`src/design/mcfd_pkg.sv`:
```
// Shared types, constants and decode helpers of the motor command frame decoder.
package mcfd_pkg;

  // Frame layout
  localparam int unsigned WINDOW_DEPTH = 13;
  localparam int unsigned PAYLOAD_LEN  = 9;
  localparam int unsigned MOTOR_COUNT  = 4;

  // Marker bytes
  localparam logic [7:0] HEAD_0 = 8'hA0;
  localparam logic [7:0] HEAD_1 = 8'hA5;
  localparam logic [7:0] TAIL_0 = 8'hC0;
  localparam logic [7:0] TAIL_1 = 8'hC5;

  // Direction and pin codes
  localparam logic [7:0] CODE_LOW  = 8'h0F;
  localparam logic [7:0] CODE_HIGH = 8'hF0;

  // Register reset value
  localparam logic [MOTOR_COUNT-1:0] SWAP_MASK_RESET = 4'd6;

  // Nine payload bytes of an accepted frame, byte 0 first
  typedef logic [PAYLOAD_LEN-1:0][7:0] payload_t;

  // Compare values of one bridge
  typedef struct packed {
    logic [7:0] a;
    logic [7:0] b;
  } duty_pair_t;

  // Route the duty to one channel by code and polarity bit, or to none for other codes
  function automatic duty_pair_t drive_motor(input logic [7:0] code,
                                             input logic [7:0] duty,
                                             input logic       swap);
    duty_pair_t       res;
    logic       [7:0] code_a;
    logic       [7:0] code_b;
    code_a = swap ? CODE_HIGH : CODE_LOW;
    code_b = swap ? CODE_LOW : CODE_HIGH;
    res    = '0;
    if (code == code_a) begin
      res.a = duty;
    end else if (code == code_b) begin
      res.b = duty;
    end
    return res;
  endfunction

endpackage

```
`src/design/mcfd_if.sv`:
```
// Handshake interfaces of the received byte stream and the command stream.
interface mcfd_byte_if;
  logic       valid;
  logic       ready;
  logic [7:0] rx_byte;

  modport source (output valid, output rx_byte, input ready);
  modport sink (input valid, input rx_byte, output ready);
endinterface

interface mcfd_cmd_if;
  logic       valid;
  logic       ready;
  logic [7:0] m0_duty_a;
  logic [7:0] m0_duty_b;
  logic [7:0] m1_duty_a;
  logic [7:0] m1_duty_b;
  logic [7:0] m2_duty_a;
  logic [7:0] m2_duty_b;
  logic [7:0] m3_duty_a;
  logic [7:0] m3_duty_b;
  logic       pin_one_level;
  logic       pin_two_level;

  modport source (
    output valid, input ready,
    output m0_duty_a, output m0_duty_b, output m1_duty_a, output m1_duty_b,
    output m2_duty_a, output m2_duty_b, output m3_duty_a, output m3_duty_b,
    output pin_one_level, output pin_two_level
  );
  modport sink (
    input valid, output ready,
    input m0_duty_a, input m0_duty_b, input m1_duty_a, input m1_duty_b,
    input m2_duty_a, input m2_duty_b, input m3_duty_a, input m3_duty_b,
    input pin_one_level, input pin_two_level
  );
endinterface

```
`src/design/mcfd_front.sv`:
```
// Front end: sliding byte window, frame check and push of accepted payloads.
module mcfd_front (
  input  logic              clk,
  input  logic              rst,
  mcfd_byte_if.sink         rx,
  output logic              push,
  output mcfd_pkg::payload_t push_data,
  input  logic              push_ready
);
  import mcfd_pkg::*;

  logic [WINDOW_DEPTH-1:0][7:0] window;   // oldest byte at index 0
  logic                         take;
  logic [7:0]                   check;
  logic                         frame_ok;

  // Accept whenever the queue can hold a frame
  assign rx.ready = push_ready;
  assign take     = rx.valid && push_ready;

  // XOR of the nine payload bytes held at window positions 2..10
  always_comb begin
    check = '0;
    for (int i = 0; i < PAYLOAD_LEN; i++) begin
      check = check ^ window[2 + i];
    end
  end

  // Frame check on the window plus the byte now arriving
  assign frame_ok = (window[0] == HEAD_0) && (window[1] == HEAD_1) &&
                    (window[12] == TAIL_0) && (rx.rx_byte == TAIL_1) &&
                    (window[11] == check);

  assign push = take && frame_ok;

  always_comb begin
    for (int i = 0; i < PAYLOAD_LEN; i++) begin
      push_data[i] = window[2 + i];
    end
  end

  // Window shift, one byte per transaction
  always_ff @(posedge clk) begin
    if (rst) begin
      window <= '0;
    end else if (take) begin
      for (int i = 0; i < WINDOW_DEPTH - 1; i++) begin
        window[i] <= window[i + 1];
      end
      window[WINDOW_DEPTH-1] <= rx.rx_byte;
    end
  end

endmodule

```
`src/design/mcfd_queue.sv`:
```
// Short FIFO of accepted frame payloads between the front and back ends.
module mcfd_queue #(
  parameter int unsigned DEPTH = 2
) (
  input  logic               clk,
  input  logic               rst,
  input  logic               push,
  input  mcfd_pkg::payload_t push_data,
  output logic               push_ready,
  output logic               head_valid,
  output mcfd_pkg::payload_t head_data,
  input  logic               pop
);
  import mcfd_pkg::*;

  localparam int unsigned PTR_W = (DEPTH > 1) ? $clog2(DEPTH) : 1;
  localparam int unsigned CNT_W = $clog2(DEPTH + 1);
  localparam logic [PTR_W-1:0] PTR_LAST = PTR_W'(DEPTH - 1);
  localparam logic [CNT_W-1:0] CNT_FULL = CNT_W'(DEPTH);

  payload_t         mem [DEPTH];
  logic [PTR_W-1:0] wr_ptr;
  logic [PTR_W-1:0] rd_ptr;
  logic [CNT_W-1:0] count;
  logic             do_push;
  logic             do_pop;

  assign push_ready = (count != CNT_FULL);
  assign head_valid = (count != '0);
  assign head_data  = mem[rd_ptr];
  assign do_push    = push && push_ready;
  assign do_pop     = pop && head_valid;

  // Storage
  always_ff @(posedge clk) begin
    if (do_push) begin
      mem[wr_ptr] <= push_data;
    end
  end

  // Pointers and fill count
  always_ff @(posedge clk) begin
    if (rst) begin
      wr_ptr <= '0;
      rd_ptr <= '0;
      count  <= '0;
    end else begin
      if (do_push) begin
        wr_ptr <= (wr_ptr == PTR_LAST) ? '0 : wr_ptr + 1'b1;
      end
      if (do_pop) begin
        rd_ptr <= (rd_ptr == PTR_LAST) ? '0 : rd_ptr + 1'b1;
      end
      if (do_push && !do_pop) begin
        count <= count + 1'b1;
      end else if (do_pop && !do_push) begin
        count <= count - 1'b1;
      end
    end
  end

endmodule

```
`src/design/mcfd_back.sv`:
```
// Back end: direction decode, pin level state and the output register.
module mcfd_back (
  input  logic                                 clk,
  input  logic                                 rst,
  input  logic                                 cfg_wr_en,
  input  logic [mcfd_pkg::MOTOR_COUNT-1:0]     cfg_wr_data,
  input  logic                                 head_valid,
  input  mcfd_pkg::payload_t                   head_data,
  output logic                                 pop,
  mcfd_cmd_if.source                           cmd
);
  import mcfd_pkg::*;

  logic [MOTOR_COUNT-1:0] swap_mask;
  logic [1:0]             pin_levels;       // bit 0 pin one, bit 1 pin two
  logic [1:0]             pin_levels_next;
  duty_pair_t             duty [MOTOR_COUNT];
  logic                   out_valid;
  logic                   load;

  // Polarity register
  always_ff @(posedge clk) begin
    if (rst) begin
      swap_mask <= SWAP_MASK_RESET;
    end else if (cfg_wr_en) begin
      swap_mask <= cfg_wr_data;
    end
  end

  // Per-motor channel selection
  always_comb begin
    for (int m = 0; m < MOTOR_COUNT; m++) begin
      duty[m] = drive_motor(head_data[2 * m], head_data[2 * m + 1], swap_mask[m]);
    end
  end

  // Pin code: known codes set the levels, anything else keeps them
  always_comb begin
    priority if (head_data[8] == CODE_HIGH) begin
      pin_levels_next = 2'b01;
    end else if (head_data[8] == CODE_LOW) begin
      pin_levels_next = 2'b10;
    end else begin
      pin_levels_next = pin_levels;
    end
  end

  // Take the next frame when the output register is free or being emptied
  assign load = head_valid && (!out_valid || cmd.ready);
  assign pop  = load;

  always_ff @(posedge clk) begin
    if (rst) begin
      out_valid  <= 1'b0;
      pin_levels <= '0;
    end else begin
      if (load) begin
        out_valid  <= 1'b1;
        pin_levels <= pin_levels_next;
      end else if (cmd.ready) begin
        out_valid <= 1'b0;
      end
    end
  end

  // Output payload register
  always_ff @(posedge clk) begin
    if (load) begin
      cmd.m0_duty_a     <= duty[0].a;
      cmd.m0_duty_b     <= duty[0].b;
      cmd.m1_duty_a     <= duty[1].a;
      cmd.m1_duty_b     <= duty[1].b;
      cmd.m2_duty_a     <= duty[2].a;
      cmd.m2_duty_b     <= duty[2].b;
      cmd.m3_duty_a     <= duty[3].a;
      cmd.m3_duty_b     <= duty[3].b;
      cmd.pin_one_level <= pin_levels_next[0];
      cmd.pin_two_level <= pin_levels_next[1];
    end
  end

  assign cmd.valid = out_valid;

endmodule

```
`src/design/motor_command_frame_decoder.sv`:
```
// Top level of the motor command frame decoder.
// Takes one received byte per transaction on rx and checks every 14-byte span
// ending on that byte for header A0 A5, tail C0 C5 and an XOR check byte;
// each matching frame yields one command transaction on cmd with the four
// bridge compare pairs and the two pin levels. Bytes are taken one per cycle;
// a byte that completes a frame enters a QUEUE_DEPTH-entry queue ahead of the
// decoder and output register, so rx stalls only while that queue is full.
// With the queue empty and the output register free, a frame's payload passes
// through the queue and then the output register to become valid on cmd.
// cfg_wr_en/cfg_wr_data write the per-motor polarity mask (reset 6) and must
// only be used while no frame is in flight.
module motor_command_frame_decoder #(
  parameter int unsigned QUEUE_DEPTH = 2
) (
  input  logic                             clk,
  input  logic                             rst,
  input  logic                             cfg_wr_en,
  input  logic [mcfd_pkg::MOTOR_COUNT-1:0] cfg_wr_data,
  mcfd_byte_if.sink                        rx,
  mcfd_cmd_if.source                       cmd
);
  import mcfd_pkg::*;

  logic     push;
  logic     push_ready;
  payload_t push_data;
  logic     head_valid;
  payload_t head_data;
  logic     pop;

  // Window and frame check
  mcfd_front u_front (
    .clk        (clk),
    .rst        (rst),
    .rx         (rx),
    .push       (push),
    .push_data  (push_data),
    .push_ready (push_ready)
  );

  // Frame queue
  mcfd_queue #(
    .DEPTH (QUEUE_DEPTH)
  ) u_queue (
    .clk        (clk),
    .rst        (rst),
    .push       (push),
    .push_data  (push_data),
    .push_ready (push_ready),
    .head_valid (head_valid),
    .head_data  (head_data),
    .pop        (pop)
  );

  // Decode and output
  mcfd_back u_back (
    .clk         (clk),
    .rst         (rst),
    .cfg_wr_en   (cfg_wr_en),
    .cfg_wr_data (cfg_wr_data),
    .head_valid  (head_valid),
    .head_data   (head_data),
    .pop         (pop),
    .cmd         (cmd)
  );

endmodule

```
`src/flat_wrapper.sv`:
```
// flat-port wrapper written by rule: the top's interface ports become plain ports
module motor_command_frame_decoder_flat import mcfd_pkg::*;
#(
  parameter int unsigned QUEUE_DEPTH = 2
)
  (clk, rst, cfg_wr_en, cfg_wr_data, rx_valid, rx_rx_byte, rx_ready, cmd_valid, cmd_ready, cmd_m0_duty_a, cmd_m0_duty_b, cmd_m1_duty_a, cmd_m1_duty_b, cmd_m2_duty_a, cmd_m2_duty_b, cmd_m3_duty_a, cmd_m3_duty_b, cmd_pin_one_level, cmd_pin_two_level);
  mcfd_byte_if rx_i ();
  mcfd_cmd_if cmd_i ();
  input  logic clk;
  input  logic rst;
  input  logic cfg_wr_en;
  input  logic [mcfd_pkg::MOTOR_COUNT-1:0] cfg_wr_data;
  input wire logic [$bits(rx_i.valid)-1:0] rx_valid;
  input wire logic [$bits(rx_i.rx_byte)-1:0] rx_rx_byte;
  output wire logic [$bits(rx_i.ready)-1:0] rx_ready;
  output wire logic [$bits(cmd_i.valid)-1:0] cmd_valid;
  input wire logic [$bits(cmd_i.ready)-1:0] cmd_ready;
  output wire logic [$bits(cmd_i.m0_duty_a)-1:0] cmd_m0_duty_a;
  output wire logic [$bits(cmd_i.m0_duty_b)-1:0] cmd_m0_duty_b;
  output wire logic [$bits(cmd_i.m1_duty_a)-1:0] cmd_m1_duty_a;
  output wire logic [$bits(cmd_i.m1_duty_b)-1:0] cmd_m1_duty_b;
  output wire logic [$bits(cmd_i.m2_duty_a)-1:0] cmd_m2_duty_a;
  output wire logic [$bits(cmd_i.m2_duty_b)-1:0] cmd_m2_duty_b;
  output wire logic [$bits(cmd_i.m3_duty_a)-1:0] cmd_m3_duty_a;
  output wire logic [$bits(cmd_i.m3_duty_b)-1:0] cmd_m3_duty_b;
  output wire logic [$bits(cmd_i.pin_one_level)-1:0] cmd_pin_one_level;
  output wire logic [$bits(cmd_i.pin_two_level)-1:0] cmd_pin_two_level;
  assign rx_i.valid = rx_valid;
  assign rx_i.rx_byte = rx_rx_byte;
  assign rx_ready = rx_i.ready;
  assign cmd_valid = cmd_i.valid;
  assign cmd_i.ready = cmd_ready;
  assign cmd_m0_duty_a = cmd_i.m0_duty_a;
  assign cmd_m0_duty_b = cmd_i.m0_duty_b;
  assign cmd_m1_duty_a = cmd_i.m1_duty_a;
  assign cmd_m1_duty_b = cmd_i.m1_duty_b;
  assign cmd_m2_duty_a = cmd_i.m2_duty_a;
  assign cmd_m2_duty_b = cmd_i.m2_duty_b;
  assign cmd_m3_duty_a = cmd_i.m3_duty_a;
  assign cmd_m3_duty_b = cmd_i.m3_duty_b;
  assign cmd_pin_one_level = cmd_i.pin_one_level;
  assign cmd_pin_two_level = cmd_i.pin_two_level;
  motor_command_frame_decoder #(.QUEUE_DEPTH(QUEUE_DEPTH)) u_core (.clk(clk), .rst(rst), .cfg_wr_en(cfg_wr_en), .cfg_wr_data(cfg_wr_data), .rx(rx_i), .cmd(cmd_i));
endmodule
```
`config.mk`:
```
export PLATFORM = sky130hd
export DESIGN_NAME = motor_command_frame_decoder_flat
export DESIGN_NICKNAME = d
export VERILOG_FILES = /design/src/design/mcfd_pkg.sv /design/src/design/mcfd_if.sv /design/src/design/mcfd_front.sv /design/src/design/mcfd_queue.sv /design/src/design/mcfd_back.sv /design/src/design/motor_command_frame_decoder.sv /design/src/flat_wrapper.sv
export SDC_FILE = /design/constraint.sdc
export NUM_CORES = 1
export LEC_CHECK = 0
export ABC_AREA = 1
export CORE_MARGIN = 2
export CORE_UTILIZATION = 57
export DETAILED_ROUTE_END_ITERATION = 7
export DONT_BUFFER_PORTS = 1
export GPL_ROUTABILITY_DRIVEN = 0
export PLACE_DENSITY = 0.74
export SKIP_LAST_GASP = 1
export SLEW_MARGIN = 10
export SYNTH_ARGS = -nofsm -noshare
export SYNTH_HDL_FRONTEND = slang
export SYNTH_HIERARCHICAL = 1
export SYNTH_SLANG_ARGS = --single-unit
export TNS_END_PERCENT = 30
```
`constraint.sdc`:
```
create_clock -name clk -period 4.9 [get_ports clk]
set_input_delay 0.49 -clock clk [delete_from_list [all_inputs] [get_ports clk]]
set_output_delay 0.49 -clock clk [all_outputs]
set_load 0.01 [all_outputs]
```
==> results of run 1 <==
[cells by family (layout without fill, tap and decap cells)]
logic type,after synthesis,in the layout,share of synthesized area (%)
adders and majority gates,1,1,0.0870
xor gates and xnor gates,28,28,1.71
AOI/OAI and AO/OA,169,169,6.77
buffers and inverters,247,199,9.39
DFF,326,326,60.0
muxes,72,72,7.47
and+or+nand+nor,504,504,14.5
[metrics by stage]
step           area (sq um)  cells
4_1_cts               15200   1629
2_1_floorplan         14400   1347
5_1_grt               15200   1629
3_3_place_gp          14000   1566
6_report              15200   1629
3_5_place_dp          14000   1566
[worst max path at each step]
| stage | start | to | depth (start not counted) |
|---|---|---|---|
| final | u_core/u_queue/count[0]$_SDFFE_PP0P_ | u_core/u_queue/mem[0][24]$_DFFE_PP_ | 15 |
| after global routing | u_core/u_queue/count[0]$_SDFFE_PP0P_ | u_core/u_queue/mem[1][24]$_DFFE_PP_ | 15 |
| after CTS | u_core/u_queue/count[0]$_SDFFE_PP0P_ | u_core/u_queue/mem[0][15]$_DFFE_PP_ | 15 |
| after detailed placement | u_core/u_queue/count[0]$_SDFFE_PP0P_ | u_core/u_queue/mem[1][24]$_DFFE_PP_ | 15 |
| after global placement | u_core/u_queue/count[0]$_SDFFE_PP0P_ | u_core/u_queue/mem[0][9]$_DFFE_PP_ | 15 |
| after floorplan | u_core/u_queue/count[0]$_SDFFE_PP0P_ | u_core/u_queue/mem[0][0]$_DFFE_PP_ | 14 |
[metal layers]
metal	share of wire [%]	wire length [um]	vias up	global-route usage (%)
li1	-	-	4313	-
met5	0.29	78	-	2.27
met2	49	13300	246	35.1
met4	2.0	535	2	6.36
met3	4.9	1340	50	3.11
met1	44	12100	4207	27.8
[power by group through the flow]
| stage | combinational, uW | clock, uW | sequential [uW] |
|---|---|---|---|
| after floorplan | 212 | 0 | 3030 |
| after global placement | 194 | 0 | 3050 |
| after detailed placement | 200 | 0 | 3050 |
| after CTS | 202 | 2720 | 2990 |
| after global routing | 235 | 2830 | 3000 |
| final | 204 | 2670 | 3000 |
[flip-flops by register name, summed over array words and instances, names as in the netlist, 2 cells and up, named ones only]
register and cells:
u_core/u_queue/mem 144, u_core/u_front/push_data 72, u_core/u_front/window 32, u_core/u_back/cmd.m0_duty_a 8
u_core/u_back/cmd.m0_duty_b 8, u_core/u_back/cmd.m1_duty_a 8, u_core/u_back/cmd.m1_duty_b 8, u_core/u_back/cmd.m2_duty_a 8
u_core/u_back/cmd.m2_duty_b 8, u_core/u_back/cmd.m3_duty_a 8, u_core/u_back/cmd.m3_duty_b 8, u_core/u_back/swap_mask 4
u_core/u_back/pin_levels 2, u_core/u_queue/count 2
[cell usage after synthesis]
master    instances  share of area (%)
nor3_1           17               0.59
nand4_1           4               0.17
buf_4            73                3.8
inv_2             9               0.24
ha_1              1              0.087
nand4_2           4               0.35
nand3b_1          7               0.37
o21ai_0          16               0.56
clkbuf_1         27               0.71
nor2_2            3               0.13
nand2_1         278                7.3
or2_2             3               0.13
mux2_2            2               0.16
a21oi_1          99                3.4
a211oi_1         50                2.6
nor3b_2           1              0.087
o211ai_1          1              0.052
dfxtp_1         116                 16
nand2b_1          2              0.087
buf_2             2              0.070
nor2_1          140                3.7
xnor2_1          18                1.1
and3_1            2              0.087
clkinv_2          1              0.035
nor3_2            2               0.14
buf_1             4               0.10
and2_0            1              0.044
xor2_1           10               0.61
nand3_1          35                1.2
inv_1           120                3.1
edfxtp_1        210                 44
nand2_2           5               0.22
mux2_4           70                7.3
o21ai_1           3               0.10
buf_12            7               0.98
buf_6             4               0.31
[layout by cell type, fill, tap and decap left out, types with 17 or more instances in the layout]
cell type    n
dfxtp_1    115
clkbuf_16   39
inv_1      120
xnor2_1     18
a211oi_1    50
nand3_1     35
a21oi_1     98
mux2_4      70
nand2_1    278
nor3_1      17
edfxtp_1   210
nor2_1     138
[area by class of cell]
cell class | instances | area, sq um | share of cell area [%]
clock inverter | 9 | 92.6 | 0.608
tap | 330 | 413 | 2.71
clock buffer | 54 | 1110 | 7.31
timing repair buffer | 6 | 57.6 | 0.378
multi-input combinational | 774 | 4430 | 29.1
sequential | 326 | 8630 | 56.7
inverter | 130 | 489 | 3.21
==> out/metrics.csv, run 1 <==
metric,value,unit
Internal Dissipation,4680,uW
Clock Pin Slew Worst Setup and Hold Paths,0.05,ns
Top Ports,85,
total power draw,5870,uW
# H-tree levels,2,
critical-path maximum fanout,72,
Post-CTS Hold Fix Bufs,0,
"Area growth, synth to finish",5.92,%
initial antenna violation count,0,
Max Slew Vio Count,0,
fmax,305,MHz
layout cell share with drive strength beyond 1,12.6,%
Comb pwr share,3.5,%
Initial DRT Pass Iterations,6,
worst r2r src,u_core/u_queue/count[0]$_SDFFE_PP0P_,
"most used cell, CP",nand2_1,
IO Port Bufs,0,
CP max stage cell,buf_4,
Net Switching,1190,uW
Final #Nets,1291,
wire length per cell,16.8,um
WHS Endpoint,u_core/u_front/push_data[44]$_SDFFE_PP0P_,
Max transition margin,31.1,%
FP Rows,58,
Crit Path Class,reg2reg,
clock root buffer,clkbuf_16,
Worst-Margin Slew,1.03,ns
GRT overflow,0,
CTS tree,done,
HP Start,rst,
Max Cap Viol,0,
worst min-delay path category,in2reg,
final setup margin,1.63,ns
Critical Path Sink Type,flip-flop,
Clock Latency Late Sink,0.50,ns
post-CTS sizing,0,
DRC viols,0,
Worst Setup Start Kind,flip-flop,
net count after synthesis,1365,
Leakage Power,0.00586,uW
Clock Path Buffers,3,
Fin. Hold Viols,0,
clk_skew,0.00968,ns
largest stage delay on the critical path,0.74,ns
CTS Buf Count,35,
Crit path arrival time,3.39,ns
GR Util All Layers,20.8,%
FF-to-FF End,u_core/u_queue/mem[0][24]$_DFFE_PP_,
Reg2Reg Setup Slack,1.63,ns
global-route wire length before repair,43600,um
DP Worst Slack,1.65,ns
fill cell count,1938,
DR vias,8818,
R2R depth,15,
Antenna Nets Post-Route,0,
hold depth,1,
Post-Synthesis Cell Area,14400,sq um
sw frac,20.2,%
# Post-CTS Setup Buffers,0,
clock network fraction of design power,45.5,%
DRT iter0 DRCs,717,
power share of the sequential group,51.0,%
core area,25000,sq um
CP top delay family,simple AND/OR/NAND/NOR gates,
status,"complete, no violations",
number of synthesized register bits,326,
initial core utilization,57.6,%
final WL,27300,um
die area,26500,sq um
Gate Count Post-Synth,1347,
fin crit period,3.27,ns
largest net degree at the start of global routing,111,
chip height,163,um
warnings from Yosys,6,
syn_area_per_cell,10.7,sq um
vias per cell,5.41,
period utilization,66.8,%
sequential fraction of the synthesis area,60.0,%
"Buf+Inv Stages, Crit Path",3,
"Core Util, Final",61.0,%
post-DP HPWL,17900,um
library cells used by synthesis,36,
Peak supply drop,0.255,mV
worst hold margin,0.0947,ns
Sum Neg Setup Slack,0,ns
RSZ-0062 raised after global routing,no,
WP data required,5.02,ns
Die W,163,um
clock sinks,326,
final number of setup-violating endpoints,0,
vias in the first global route,8503,
PwrDens,385,nW/um^2
CP cell instances,inv_1 > nand2_1 > nand2_4 > clkinv_2 > nand2_1 > nor3_2 > nand3_1 > nor2_1 > nand2_1 > nor2_1 > nand3_1 > nor2_1 > nand2_1 > nor2_4 > buf_4,
antenna cell count,0,
(Power assumes the default switching activity.)
==> inputs of run 2 (changes only) <==
- clock period: 4.9 -> 2.7 ns (I/O delays scaled with it)
==> out/metrics.csv, run 2 (synthesis results as in run 1) <==
metric,value,unit,change
final WL,29600,um,+8.2%
DRC viols,0,,unchanged
CTS Buf Count,35,,unchanged
most frequent cells in the layout,"275 x nand2_1, 210 x edfxtp_1, 138 x nor2_1",,
FP Rows,58,,unchanged
Initial DRT Pass Iterations,5,,-1
Final #Nets,1335,,+3.4%
vias in the first global route,8911,,+4.8%
gr busiest metal,met2,,
layout cell share with drive strength beyond 1,14.4,%,+1.7 points
core area,25000,sq um,unchanged
power share of the sequential group,52.1,%,+1.1 points
Worst Setup Start Kind,flip-flop,,
vias per cell,5.50,,+1.6%
total power draw,10400,uW,+77%
global-route wire length before repair,46400,um,+6.5%
status,"complete, no violations",,
Comb pwr share,4.4,%,+0.9 points
Clock Path Buffers,3,,unchanged
Max Cap Viol,0,,unchanged
Net Switching,2230,uW,+88%
IO Port Bufs,0,,unchanged
Top Ports,85,,unchanged
Worst-Margin Slew,0.854,ns,-0.178 ns
Critical Path Sink Type,flip-flop,,
largest net degree at the start of global routing,109,,-1.8%
"Core Util, Final",62.4,%,+1.5 points
Peak supply drop,0.407,mV,+59%
Antenna Nets Post-Route,0,,unchanged
CP max stage cell,dfxtp_1,,
final setup margin,0.197,ns,-1.43 ns
DRT iter0 DRCs,824,,+15%
Max Slew Vio Count,0,,unchanged
GR Util met3,4.76,%,+1.7 points
HP Start,cfg_wr_en,,
worst min-delay path category,in2reg,,
Die W,163,um,unchanged
DP Area,14300,sq um,+2.0%
WHS Endpoint,u_core/u_back/swap_mask[0]$_SDFFE_PP0P_,,
Clock Latency Late Sink,0.51,ns,about the same
"most used cell, CP",nand2_1,,
Reg2Reg Setup Slack,0.20,ns,-1.43 ns
die area,26500,sq um,unchanged
GR Util All Layers,22.5,%,+1.6 points
antenna cell count,0,,unchanged
wire length per cell,17.7,um,+5.4%
FF-to-FF End,u_core/u_queue/mem[1][68]$_DFFE_PP_,,
Leakage Power,0.00605,uW,+3.2%
initial antenna violation count,0,,unchanged
sw frac,21.5,%,+1.2 points
most flop-heavy register,u_core/u_queue/mem,,
Max transition margin,43.0,%,+12 points
clock root buffer,clkbuf_16,,
# H-tree levels,2,,unchanged
RSZ-0062 raised after global routing,yes,,
clk_skew,0.0216,ns,+0.0119 ns
CP cell instances,inv_1 > nand2_1 > nand3b_1 > nand3_1 > nand2_1 > nand2_1 > nand2_1 > nand2_1 > nand2_1 > nor2_1 > nand3_1 > nor2_1 > nand2_2 > nor2_4 > buf_4,,
period utilization,92.7,%,+26 points
Crit path arrival time,2.67,ns,-0.72 ns
largest stage delay on the critical path,0.39,ns,-0.35 ns
CTS tree,done,,
hold depth,2,,+1
chip height,163,um,unchanged
DR vias,9202,,+4.4%
"Area growth, synth to finish",8.45,%,
PwrDens,667,nW/um^2,+73%
worst hold margin,0.0112,ns,-0.0835 ns
post-layout instance area,15600,sq um,+2.4%
initial core utilization,57.6,%,unchanged
GRT overflow,0,,unchanged
Crit Path Class,reg2reg,,
"most common cell after layout, fill and taps aside",nand2_1,,
DP Worst Slack,0.212,ns,-1.43 ns
Fin. Hold Viols,0,,unchanged
post-DP HPWL,18800,um,+5.4%
clock network fraction of design power,43.4,%,-2.1 points
# Post-CTS Setup Buffers,0,,unchanged
WP data required,2.87,ns,-2.15 ns
worst r2r src,u_core/u_front/push_data[27]$_SDFFE_PP0P_,,
max FFs per register,144,,unchanged
Internal Dissipation,8170,uW,+75%
Clock Pin Slew Worst Setup and Hold Paths,0.06,ns,about the same
grt met1 use,29.3,%,+1.5 points
final number of setup-violating endpoints,0,,unchanged
fin crit period,2.50,ns,-0.771 ns
critical-path maximum fanout,25,,-65%
GR Layer Usage met2,37.7,%,+2.6 points
fmax,400,MHz,+31%
R2R depth,15,,unchanged
clock sinks,326,,unchanged
run 2: critical path: cells and delay by family (launching register included):
kind / cells / cell delay [ns]
flip-flops: 1 / 0.39
AND/OR/NAND/NOR: 13 / 1.32
buffers and inverters: 2 / 0.44
run 2: worst max path at each step:
stage               cells after the start                                  end                                 startpoint
finish                                 15  u_core/u_queue/mem[1][68]$_DFFE_PP_  u_core/u_front/push_data[27]$_SDFFE_PP0P_
global route                           15  u_core/u_queue/mem[1][68]$_DFFE_PP_  u_core/u_front/push_data[27]$_SDFFE_PP0P_
CTS                                    15  u_core/u_queue/mem[0][34]$_DFFE_PP_  u_core/u_front/push_data[27]$_SDFFE_PP0P_
detailed placement                     14  u_core/u_queue/mem[0][45]$_DFFE_PP_   u_core/u_front/push_data[6]$_SDFFE_PP0P_
global placement                       14   u_core/u_queue/mem[0][9]$_DFFE_PP_   u_core/u_front/push_data[6]$_SDFFE_PP0P_
floorplan                              14   u_core/u_queue/mem[0][0]$_DFFE_PP_       u_core/u_queue/count[0]$_SDFFE_PP0P_
run 2: cell type report:
class,instances,area [sq um]
clock inverter,15,98.8
sequential,326,8630
inverter,130,493
clock buffer,48,991
tap,330,413
timing repair buffer,50,513
fill,1951,9380
multi-input combinational,774,4440
run 2: power by group through the flow:
stage,logic (uW),registers (uW),clock network (uW)
after floorplan,387,5490,0
after global placement,385,5520,0
after detailed placement,396,5530,0
after CTS,454,5420,4590
after global routing,523,5430,4780
final,461,5420,4520
run 2: routing by layer:
layer | vias to the layer above | part of all wire [%]
met4 | 0 | 1.9
met1 | 4446 | 42
met5 | - | 0
met2 | 329 | 49
met3 | 44 | 7.1
li1 | 4383 | -
run 2: repair_timing:
item / in CTS / in global routing
hold buffers: 16 / 0
endpoints found under the setup margin: 0 / 85
gates resized for setup: 0 / 1
endpoints found under the hold margin: 110 / 0
run 2: stage by stage:
stage,setup TNS (ns),std cells
2_1_floorplan,-17.45,1347
3_3_place_gp,0,1593
3_5_place_dp,0,1593
4_1_cts,0,1672
5_1_grt,-0.424,1673
6_report,0,1673
==> inputs of run 3 (changes only) <==
- CAP_MARGIN: default -> 20
- CORE_UTILIZATION: 57 -> 59
- CTS_BUF_LIST: default -> sky130_fd_sc_hd__clkbuf_8
- PLACE_DENSITY: 0.74 -> 0.77
==> out/metrics.csv, run 3 (synthesis results as in run 1) <==
metric,value,unit,change
status,"complete, no violations",,
"most common cell after layout, fill and taps aside",nand2_1,,
RSZ-0062 raised after global routing,yes,,
max FFs per register,144,,unchanged
Final #Nets,1344,,+0.67%
fmax,407,MHz,+1.8%
DR vias,9193,,-0.098%
Clock Path Buffers,3,,unchanged
power share of the sequential group,56.5,%,+4.4 points
CTS Buf Count,52,,+49%
Die W,160,um,-1.7%
fill cell count,1861,,-4.6%
core area,24100,sq um,-3.4%
Sum Neg Setup Slack,0,ns,unchanged
WP data required,2.94,ns,+0.07 ns
Clock Latency Late Sink,0.58,ns,+0.07 ns
layout cell share with drive strength beyond 1,14.3,%,-0.054 points
Internal Dissipation,7400,uW,-9.4%
die area,25600,sq um,-3.3%
final WL,28600,um,-3.3%
wire length per cell,16.9,um,-4.5%
CP max stage cell,dfxtp_1,,
Max Slew Vio Count,0,,unchanged
worst min-delay path category,in2reg,,
largest net degree at the start of global routing,111,,+1.8%
Comb pwr share,4.7,%,+0.3 points
GR Util All Layers,22.3,%,-0.19 points
most frequent cells in the layout,"275 x nand2_1, 210 x edfxtp_1, 154 x inv_1",,
Leakage Power,0.00609,uW,+0.61%
Initial DRT Pass Iterations,6,,+1
Worst-Margin Slew,0.873,ns,+0.0182 ns
antenna cell count,0,,unchanged
sw frac,22.9,%,+1.4 points
PwrDens,622,nW/um^2,-6.7%
Crit path arrival time,2.70,ns,+0.03 ns
initial core utilization,59.6,%,+2.0 points
Net Switching,2200,uW,-1.5%
Clock Pin Slew Worst Setup and Hold Paths,0.06,ns,about the same
chip height,160,um,-1.7%
Critical Path Sink Type,flip-flop,,
vias per cell,5.43,,-1.3%
"most used cell, CP",nand2_1,,
clk_skew,0.0253,ns,+0.00364 ns
GRT overflow,0,,unchanged
critical-path maximum fanout,40,,+60%
most flop-heavy register,u_core/u_queue/mem,,
DRC viols,0,,unchanged
post-CTS sizing,0,,unchanged
period utilization,91.1,%,-1.6 points
initial antenna violation count,0,,unchanged
total power draw,9600,uW,-7.7%
largest stage delay on the critical path,0.49,ns,+0.10 ns
final number of setup-violating endpoints,0,,unchanged
CP top delay family,simple AND/OR/NAND/NOR gates,,
post-DP HPWL,18500,um,-1.8%
CTS tree,done,,
Fin. Hold Viols,0,,unchanged
global-route wire length before repair,45200,um,-2.7%
"Area growth, synth to finish",7.28,%,
vias in the first global route,8951,,+0.45%
Reg2Reg Setup Slack,0.24,ns,+0.04 ns
FP Rows,57,,-1.7%
Top Ports,85,,unchanged
IO Port Bufs,0,,unchanged
Crit Path Class,reg2reg,,
clock sinks,326,,unchanged
Antenna Nets Post-Route,0,,unchanged
DRT iter0 DRCs,889,,+7.9%
clock network fraction of design power,38.8,%,-4.6 points
"Buf+Inv Stages, Crit Path",2,,unchanged
Max Cap Viol,0,,unchanged
CP cell instances,inv_2 > nand2_1 > nand2_1 > nand2_1 > nand2_1 > nand2_1 > nand3_1 > nand3_1 > nand2_1 > nor2_1 > nand3_1 > nor2_1 > nand2_2 > nor2_4 > buf_12,,
Worst Setup Start Kind,flip-flop,,
Peak supply drop,0.375,mV,-7.7%
clock root buffer,clkbuf_8,,
Max transition margin,41.8,%,-1.2 points
fin crit period,2.46,ns,-0.0435 ns
# H-tree levels,2,,unchanged
run 3: cell count changes in the layout (fill, tap and decap cells not counted), moves of 5 or more:
cell	change
buf_4	-12
clkbuf_8	+54
clkbuf_1	-8
clkinv_1	-5
clkbuf_16	-36
inv_1	+35
run 3: metrics by stage:
step | instances | area, sq um | setup WS (ns) | hold slack [ns] | utilization (%)
2_1_floorplan | 1347 | 14400 | -0.132 | 0.339 | -
3_3_place_gp | 1577 | 14200 | 0.304 | 0.375 | 59.1
3_5_place_dp | 1577 | 14200 | 0.267 | 0.375 | 59.1
4_1_cts | 1690 | 15300 | 0.251 | 0.136 | 63.7
5_1_grt | 1693 | 15400 | -0.00925 | 0.176 | 64.0
6_report | 1693 | 15400 | 0.241 | 0.133 | 64.0
run 3: worst paths after layout:
check	from	to	cells after the start
max	u_core/u_front/push_data[34]$_SDFFE_PP0P_	u_core/u_queue/mem[1][45]$_DFFE_PP_	15
min	rst	u_core/u_front/push_data[55]$_SDFFE_PP0P_	2
max reg2reg	u_core/u_front/push_data[34]$_SDFFE_PP0P_	u_core/u_queue/mem[1][45]$_DFFE_PP_	15
min reg2reg	u_core/u_front/window[0]$_SDFFE_PP0P_	u_core/u_front/window[0]$_SDFFE_PP0P_	2
run 3: what timing repair did:
item                                    4_1_cts  5_1_grt
endpoints found under the setup margin        0       32
buffers inserted                              0        1
endpoints found under the hold margin       116        0
hold buffers                                 16        0
run 3: power by group through the flow:
stage | clock network [uW] | registers [uW] | logic (uW)
floorplan | 0 | 5490 | 387
global placement | 0 | 5520 | 378
detailed placement | 0 | 5530 | 390
CTS | 3790 | 5420 | 441
global route | 4040 | 5430 | 502
finish | 3720 | 5420 | 449
run 3: per-layer routing:
layer,part of all wire [%],track usage (%),wire (um)
met1,42,29.9,12100
met3,6.5,3.51,1860
met2,49,37.1,14000
met4,2.1,7.82,606
met5,0,0,0
run 3: cell type report:
class                           count  area (sq um)  area share [%]
Clock inverter                     41           164            1.06
Sequential cell                   326          8630            56.0
Timing Repair Buffer               42           508            3.29
Clock buffer                       56           771            5.00
Multi-Input combinational cell    774          4440            28.8
Inverter                          130           493            3.20
Tap cell                          324           405            2.63
